## src/rtl/crlf_command_line_framer_core_macros.svh

```systemverilog
// Assertion macros shared by the CR LF command line framer.
// Used by the top level only; no other dependencies.
`ifndef CRLF_COMMAND_LINE_FRAMER_CORE_MACROS_SVH
`define CRLF_COMMAND_LINE_FRAMER_CORE_MACROS_SVH

// Checks a consequence in the same cycle as its cause.
`define CRLF_ASSERT_NOW(lbl, clk, rst, ante, cons, msg) \
  lbl: assert property (@(posedge clk) disable iff (rst) (ante) |-> (cons)) else $error(msg);

// Checks a consequence in the cycle after its cause.
`define CRLF_ASSERT_NEXT(lbl, clk, rst, ante, cons, msg) \
  lbl: assert property (@(posedge clk) disable iff (rst) (ante) |=> (cons)) else $error(msg);

`endif

```

## src/rtl/crlf_pkg.sv

```systemverilog
// Shared constants for the CR LF command line framer.
// No dependencies.
package crlf_pkg;

  localparam int LINE_DEPTH_DEF  = 64;
  localparam int MAX_COMMAND_DEF = 64;
  localparam int CMDQ_DEPTH      = 2;

  localparam logic [7:0] CHAR_CR    = 8'h0D;
  localparam logic [7:0] CHAR_LF    = 8'h0A;
  localparam logic [7:0] CHAR_NUL   = 8'h00;
  localparam logic [7:0] PRINT_LO   = 8'h20;
  localparam logic [7:0] PRINT_STOP = 8'h7F;

endpackage

```

## src/rtl/crlf_command_line_framer_core.sv

```systemverilog
// CR LF command line framer. One received byte or idle event is taken per cycle unless
// held off. Printable bytes, CR and LF build a line; when a chunk closes with the line
// ending in CR LF, the command of n bytes (the CR LF replaced by a final zero, marked by
// tlast) leaves one byte per cycle unless the output stalls. While a command waits in the
// queue or is being read out of the line store, the input is held off, since the store has
// a single write port shared with the next line. The store needs no clearing after reset.
// Depends on crlf_pkg, crlf_front, crlf_cmd_fifo, crlf_back and the macros header.
`include "crlf_command_line_framer_core_macros.svh"

module crlf_command_line_framer_core #(
  parameter int LINE_DEPTH  = crlf_pkg::LINE_DEPTH_DEF,
  parameter int MAX_COMMAND = crlf_pkg::MAX_COMMAND_DEF
) (
  input  logic       clk,
  input  logic       rst,
  input  logic       s_axis_tvalid,
  output logic       s_axis_tready,
  input  logic [7:0] s_axis_tdata,   // rx_byte
  input  logic       s_axis_tlast,   // chunk_end
  input  logic       s_axis_tuser,   // byte_present
  output logic       m_axis_tvalid,
  input  logic       m_axis_tready,
  output logic [7:0] m_axis_tdata,   // cmd_byte
  output logic       m_axis_tlast    // cmd_last
);
  import crlf_pkg::*;

  localparam int CW = $clog2(LINE_DEPTH + 1);
  localparam int AW = $clog2(LINE_DEPTH);

  logic          wr_en, cmd_push, q_empty, pop, active, busy;
  logic [AW-1:0] wr_addr;
  logic [7:0]    wr_data;
  logic [CW-1:0] cmd_len, q_data;

  assign busy = !q_empty || active;

  crlf_front #(
    .LINE_DEPTH (LINE_DEPTH),
    .MAX_COMMAND(MAX_COMMAND)
  ) u_front (
    .clk          (clk),
    .rst          (rst),
    .s_axis_tvalid(s_axis_tvalid),
    .s_axis_tready(s_axis_tready),
    .s_axis_tdata (s_axis_tdata),
    .s_axis_tlast (s_axis_tlast),
    .s_axis_tuser (s_axis_tuser),
    .busy         (busy),
    .wr_en        (wr_en),
    .wr_addr      (wr_addr),
    .wr_data      (wr_data),
    .cmd_push     (cmd_push),
    .cmd_len      (cmd_len)
  );

  crlf_cmd_fifo #(
    .W(CW)
  ) u_fifo (
    .clk      (clk),
    .rst      (rst),
    .push     (cmd_push),
    .push_data(cmd_len),
    .pop      (pop),
    .pop_data (q_data),
    .empty    (q_empty)
  );

  crlf_back #(
    .LINE_DEPTH(LINE_DEPTH)
  ) u_back (
    .clk          (clk),
    .rst          (rst),
    .wr_en        (wr_en),
    .wr_addr      (wr_addr),
    .wr_data      (wr_data),
    .q_empty      (q_empty),
    .q_data       (q_data),
    .pop          (pop),
    .active       (active),
    .m_axis_tvalid(m_axis_tvalid),
    .m_axis_tready(m_axis_tready),
    .m_axis_tdata (m_axis_tdata),
    .m_axis_tlast (m_axis_tlast)
  );

  `CRLF_ASSERT_NOW(a_last_is_zero, clk, rst, m_axis_tvalid && m_axis_tlast, m_axis_tdata == CHAR_NUL, "command does not end in a zero byte")
  `CRLF_ASSERT_NOW(a_no_write_during_read, clk, rst, wr_en, !active && q_empty, "line store written while a command is read out")
  `CRLF_ASSERT_NEXT(a_push_holds_input, clk, rst, cmd_push, !s_axis_tready, "input not held after a command was queued")

endmodule

```

## src/rtl/crlf_front.sv

```systemverilog
// Front end: accepts bytes, filters them, tracks line and chunk counts.
// Writes kept bytes to the line store and queues finished commands; uses crlf_pkg.
module crlf_front #(
  parameter int LINE_DEPTH  = crlf_pkg::LINE_DEPTH_DEF,
  parameter int MAX_COMMAND = crlf_pkg::MAX_COMMAND_DEF,
  localparam int CW = $clog2(LINE_DEPTH + 1),
  localparam int AW = $clog2(LINE_DEPTH)
) (
  input  logic          clk,
  input  logic          rst,
  input  logic          s_axis_tvalid,
  output logic          s_axis_tready,
  input  logic [7:0]    s_axis_tdata,
  input  logic          s_axis_tlast,
  input  logic          s_axis_tuser,
  input  logic          busy,
  output logic          wr_en,
  output logic [AW-1:0] wr_addr,
  output logic [7:0]    wr_data,
  output logic          cmd_push,
  output logic [CW-1:0] cmd_len
);
  import crlf_pkg::*;

  localparam logic [CW:0] DEPTH_W = (CW + 1)'(LINE_DEPTH);
  localparam bit MAX_BIG = MAX_COMMAND >= LINE_DEPTH;

  function automatic logic keep_byte(input logic [7:0] b);
    return (b == CHAR_CR) || (b == CHAR_LF) || ((b >= PRINT_LO) && (b < PRINT_STOP));
  endfunction

  logic [CW-1:0] line_len, raw, kept;
  logic [7:0]    line_t0, line_t1, ch_t0, ch_t1;

  logic          acc, keep, close, fits, crlf, cmd_fits;
  logic [CW-1:0] raw_next, kept_next, newlen;
  logic [CW:0]   idx, raw_sum, joined;
  logic [7:0]    ch_t0_next, ch_t1_next, tail0, tail1;

  assign s_axis_tready = !busy;
  assign acc = s_axis_tvalid && s_axis_tready;

  always_comb begin
    keep       = s_axis_tuser && keep_byte(s_axis_tdata);
    raw_next   = raw + CW'(s_axis_tuser);
    kept_next  = kept + CW'(keep);
    ch_t0_next = keep ? ch_t1 : ch_t0;
    ch_t1_next = keep ? s_axis_tdata : ch_t1;
    idx        = {1'b0, line_len} + {1'b0, kept};
    close      = s_axis_tlast || (raw_next >= CW'(LINE_DEPTH));
    raw_sum    = {1'b0, raw_next} + {1'b0, line_len};
    fits       = raw_sum <= DEPTH_W;
    joined     = {1'b0, line_len} + {1'b0, kept_next};
    newlen     = fits ? joined[CW-1:0] : '0;
    if (kept_next >= CW'(2)) begin
      tail0 = ch_t0_next;
      tail1 = ch_t1_next;
    end else if (kept_next == CW'(1)) begin
      tail0 = line_t1;
      tail1 = ch_t1_next;
    end else begin
      tail0 = line_t0;
      tail1 = line_t1;
    end
    crlf     = (newlen >= CW'(2)) && (tail0 == CHAR_CR) && (tail1 == CHAR_LF);
    cmd_len  = newlen - CW'(1);
    cmd_fits = MAX_BIG || (cmd_len <= CW'(MAX_COMMAND));
  end

  assign wr_en    = acc && keep && (idx < DEPTH_W);
  assign wr_addr  = idx[AW-1:0];
  assign wr_data  = s_axis_tdata;
  assign cmd_push = acc && close && crlf && cmd_fits;

  always_ff @(posedge clk) begin
    if (rst) begin
      line_len <= '0;
      raw      <= '0;
      kept     <= '0;
    end else if (acc) begin
      if (close) begin
        raw      <= '0;
        kept     <= '0;
        line_len <= crlf ? '0 : newlen;
      end else begin
        raw  <= raw_next;
        kept <= kept_next;
      end
    end
  end

  always_ff @(posedge clk) begin
    if (acc) begin
      if (close) begin
        line_t0 <= tail0;
        line_t1 <= tail1;
      end
      ch_t0 <= ch_t0_next;
      ch_t1 <= ch_t1_next;
    end
  end

endmodule

```

## src/rtl/crlf_cmd_fifo.sv

```systemverilog
// Short queue of command lengths between front end and back end.
// Depth comes from crlf_pkg.
module crlf_cmd_fifo #(
  parameter int W = 7
) (
  input  logic         clk,
  input  logic         rst,
  input  logic         push,
  input  logic [W-1:0] push_data,
  input  logic         pop,
  output logic [W-1:0] pop_data,
  output logic         empty
);
  import crlf_pkg::*;

  localparam int PW = $clog2(CMDQ_DEPTH);

  logic [W-1:0] slots [CMDQ_DEPTH];
  logic [PW-1:0] wptr, rptr;
  logic [PW:0]   count;

  assign empty    = count == '0;
  assign pop_data = slots[rptr];

  always_ff @(posedge clk) begin
    if (push) begin
      slots[wptr] <= push_data;
    end
  end

  always_ff @(posedge clk) begin
    if (rst) begin
      wptr  <= '0;
      rptr  <= '0;
      count <= '0;
    end else begin
      if (push) begin
        wptr <= (wptr == PW'(CMDQ_DEPTH - 1)) ? '0 : wptr + PW'(1);
      end
      if (pop) begin
        rptr <= (rptr == PW'(CMDQ_DEPTH - 1)) ? '0 : rptr + PW'(1);
      end
      count <= count + (PW + 1)'(push) - (PW + 1)'(pop);
    end
  end

endmodule

```

## src/rtl/crlf_back.sv

```systemverilog
// Back end: holds the line store and streams a queued command out of it.
// Takes command lengths from crlf_cmd_fifo; uses crlf_pkg.
module crlf_back #(
  parameter int LINE_DEPTH = crlf_pkg::LINE_DEPTH_DEF,
  localparam int CW = $clog2(LINE_DEPTH + 1),
  localparam int AW = $clog2(LINE_DEPTH)
) (
  input  logic          clk,
  input  logic          rst,
  input  logic          wr_en,
  input  logic [AW-1:0] wr_addr,
  input  logic [7:0]    wr_data,
  input  logic          q_empty,
  input  logic [CW-1:0] q_data,
  output logic          pop,
  output logic          active,
  output logic          m_axis_tvalid,
  input  logic          m_axis_tready,
  output logic [7:0]    m_axis_tdata,
  output logic          m_axis_tlast
);
  import crlf_pkg::*;

  logic [7:0] mem [LINE_DEPTH];
  logic [CW-1:0] len, ptr;
  logic load, is_end;

  assign pop    = !active && !q_empty;
  assign load   = active && (!m_axis_tvalid || m_axis_tready);
  assign is_end = ptr == (len - CW'(1));

  always_ff @(posedge clk) begin
    if (wr_en) begin
      mem[wr_addr] <= wr_data;
    end
  end

  always_ff @(posedge clk) begin
    if (load) begin
      m_axis_tdata <= is_end ? CHAR_NUL : mem[ptr[AW-1:0]];
      m_axis_tlast <= is_end;
    end
  end

  always_ff @(posedge clk) begin
    if (rst) begin
      active        <= 1'b0;
      m_axis_tvalid <= 1'b0;
      len           <= '0;
      ptr           <= '0;
    end else begin
      if (pop) begin
        active <= 1'b1;
        len    <= q_data;
        ptr    <= '0;
      end
      if (load) begin
        m_axis_tvalid <= 1'b1;
        ptr           <= ptr + CW'(1);
        if (is_end) begin
          active <= 1'b0;
        end
      end else if (m_axis_tready) begin
        m_axis_tvalid <= 1'b0;
      end
    end
  end

endmodule
```

## config.mk

```make
export PLATFORM = sky130hd
export DESIGN_NAME = crlf_command_line_framer_core
export DESIGN_NICKNAME = d
export VERILOG_FILES = /design/src/rtl/crlf_pkg.sv /design/src/rtl/crlf_command_line_framer_core.sv /design/src/rtl/crlf_front.sv /design/src/rtl/crlf_cmd_fifo.sv /design/src/rtl/crlf_back.sv
export VERILOG_INCLUDE_DIRS = /design/src /design/src/rtl
export SDC_FILE = /design/constraint.sdc
export NUM_CORES = 1
export LEC_CHECK = 0
export BUFFER_PORTS_ARGS = -buffer_cell sky130_fd_sc_hd__buf_2
export CAP_MARGIN = 40
export CORE_MARGIN = 2
export CORE_UTILIZATION = 40
export CTS_CLUSTER_SIZE = 14
export DETAILED_ROUTE_END_ITERATION = 12
export GPL_TIMING_DRIVEN = 0
export HOLD_SLACK_MARGIN = 0.08
export PLACE_DENSITY = 0.57
export SETUP_SLACK_MARGIN = 0.2
export SYNTH_ARGS = -nofsm -noshare
export SYNTH_HDL_FRONTEND = slang
export SYNTH_SLANG_ARGS = --single-unit
```

## constraint.sdc

```tcl
create_clock -name clk -period 10.24 [get_ports clk]
set_input_delay 0.512 -clock clk [delete_from_list [all_inputs] [get_ports clk]]
set_output_delay 0.512 -clock clk [all_outputs]
set_load 0.005 [all_outputs]
```

==> flow_summary.ini <==
[outcome]
status = complete, no violations

[sta]
min_period_over_period = 0.657
fin_skew_ps = 28.2
min_period_ps = 6730
hold_violations = 0
slew_viol_final = 0
slew_headroom = 0.412
rsz0062_at_grt = false
fin_tns_setup_ps = 0
max_freq_ghz = 0.149
tightest_slew_ps = 879
finalSetupViolCount = 0

[critical_path]
worst-path-max-fanout = 37
r2r-end = u_fifo.count[1]
path_class = in -> reg
r2r_setup_slack_ps = 5100
rr_startpoint = u_front.raw[0]
critPathLaunch = s_axis_tdata[2]
crit_end = u_fifo.count[1]
r2r_cells = 21
worstPathArrival_ps = 7210
start_kind = input port
cp.required_ps = 10710
end_kind = register

[power]
p_sw_frac = 0.247
ir_drop_v = 0.0000877
combPwrFrac = 0.160
internal_power_mw = 4.57
p_sw_mw = 1.50
p_seq_frac = 0.469
finalPower_mw = 6.07
clkPwrFrac = 0.370
cellLeakagePower_nw = 9.11
cellPowerDensity_mw_per_mm2 = 210

[final_layout]
finish.net_count = 1534
syn_to_final_growth_pct = 14.1
n_antenna_cell = 0
drive_above_1_share = 0.232
final_util = 0.461
finalInstanceArea_mm2 = 0.0289
stdcell_count = 2375

[detailed_routing]
ant_nets = 0
vias = 13000
wl_per_cell_um = 24.9
drc = 0
post_drt_via_cell_ratio = 5.46
drt_wl_total_um = 59100
drt-initial-drc-count = 1251
first_pass_iters = 5

[place]
port_buffers = 23
dpl.cell_count = 2264
gp_congestion = 0.794
hpwlAfterDp_um = 40100
place_area_mm2 = 0.0269

[synth]
syn_nets = 1419
synth.largest_area_cell = edfxtp_1
synth_top_area_share = 0.671
syn_area_per_cell_um2 = 18.5
async_flop_share = 0
synth_cell_types = 65
synth-edff-count = 567
synth_cells = 1371
syn_area_mm2 = 0.0254
ys_top_cells_by_area = edfxtp_1, mux4_2, dfxtp_1, nor2_1, ha_1
synthFlopType = edfxtp_1
ys_warn_count = 0
synth-seq-cells = 608
yosysSeqAreaShare = 0.704

[cts]
cts_tree = done
post_cts_buffers = 0
ctsHtreeMaxLevel = 3
clk_latency_ps = 610
clkTransAtPathRegs_ps = 60
cts_root_buf = clkbuf_16
cts_resized = 0
max-clock-path-buffers = 3
clock_sinks = 608
holdBufCountCts = 0
cts_buffers = 66

[floorplanning]
row_count = 92
die_h_um = 256
fp.coreArea_mm2 = 0.0629
die-area_mm2 = 0.0655
boundaryPins = 25
start_util = 0.404
die_w_um = 256

[global_route]
grt_pass1_vias = 13100
grt_usage = 0.182
antenna_found_initial = 3
grt_pass1_wl_um = 86300
overflow = 0
grt_max_degree = 51

[worst_hold_path]
min_from = m_axis_tready
holdCritPathClass = in -> reg
holdPathStages = 3

[run]
maxCapViolations = 0
## worst min path at each step
stage | to | slack, ps
floorplan | u_front.raw[0] | 440
global placement | u_front.raw[0] | 450
detailed placement | u_front.raw[0] | 470
CTS | u_fifo.count[0] | 260
global route | u_back.m_axis_tvalid | 290
finish | u_back.m_axis_tvalid | 280
## placed cells by master (no fill, tap or decap), drive strengths merged, types with 9 or more instances in the layout
cell type and n:
a211oi 13, a21o 9, a21oi 29, buf 72, clkbuf 118, clkinv 20, dfxtp 41, edfxtp 567
ha 31, inv 23, mux2 28, mux2i 14, mux4 168, nand2 48, nand3 18, nor2 140
nor2b 16, nor3 12, o21ai 15, xnor2 28, xor2 18
## stage by stage
step	worst slack, ps	hold WS, ps
4_1_cts	3500	259
6_report	3510	281
2_1_floorplan	4750	440
5_1_grt	3000	289
3_3_place_gp	2660	448
3_5_place_dp	2870	467
## per-layer routing
layer,track usage,share of wire,vias to the layer above,wire length [µm]
li1,-,-,5769,-
met1,0.249,0.43,6728,25300
met2,0.291,0.48,392,28700
met3,0.0371,0.063,82,3720
met4,0.0622,0.024,0,1420
met5,0,0,-,0
## area by class of cell
type	instances	area, µm²
Fill cell	5405	33900
Sequential cell	608	17800
Multi-Input combinational cell	680	7190
Clock buffer	82	1750
Tap cell	846	1060
Timing Repair Buffer	47	505
Clock inverter	29	263
Buffer	61	244
Inverter	22	82.6
## state kept, by name, indices dropped and copies added, names as in the netlist, 2 cells and up
| name | flops |
|---|---|
| u_back.mem | 512 |
| u_fifo.slots | 14 |
| u_back.m_axis_tdata | 8 |
| u_front.ch_t0 | 8 |
| u_front.ch_t1 | 8 |
| u_front.line_t0 | 8 |
| u_front.line_t1 | 8 |
| u_back.len | 7 |
| u_back.ptr | 7 |
| u_front.kept | 7 |
| u_front.line_len | 7 |
| u_front.raw | 7 |
| u_fifo.count | 2 |
## critical path, cell delays in order
cell     delay [ps]
buf_2           540
buf_12          290
and3b_1         180
o21ai_1         110
a21oi_1         460
buf_2           410
buf_1           540
ha_1            270
ha_1            330
and3_1          330
xor2_1          210
ha_1            290
nor2_1          110
o21ai_0          80
o21a_1          160
or3_1           420
or4b_2          660
a21oi_1         260
or3_1           200
ha_1            240
inv_1            50
ha_1            140
xor2_1          180
xnor2_1         150
nor2_1           50
## cell usage after synthesis (18+ instances only)
cell type / number
dfxtp_1: 41
a21oi_1: 27
ha_1: 31
mux4_2: 168
inv_1: 21
mux2_2: 28
nand2_1: 48
xor2_1: 18
edfxtp_1: 567
xnor2_1: 28
nor2_1: 140
nand3_1: 18
clkbuf_1: 36
## power by group through the flow
stage	Combinational [mW]	Clock, mW	Sequential [mW]
after floorplan	0.638	0	2.89
after global placement	0.926	0	2.90
after detailed placement	0.986	0	2.90
after CTS	0.989	2.30	2.85
after global routing	1.05	2.40	2.86
final	0.973	2.25	2.85
## kinds of logic (layout without fill, tap and decap cells)
kind of cell,after synthesis,after routing,synth area share
flip-flops,608,608,0.704
multiplexers,210,210,0.167
buffers and inverters,83,241,0.0129
adder cells (fa/ha/maj),34,34,0.0177
AO/OA/AOI/OAI,112,112,0.0315
AND/OR/NAND/NOR,278,278,0.0514
XOR/XNOR,46,46,0.0159
No activity file was read; power rests on OpenSTA's default activity.
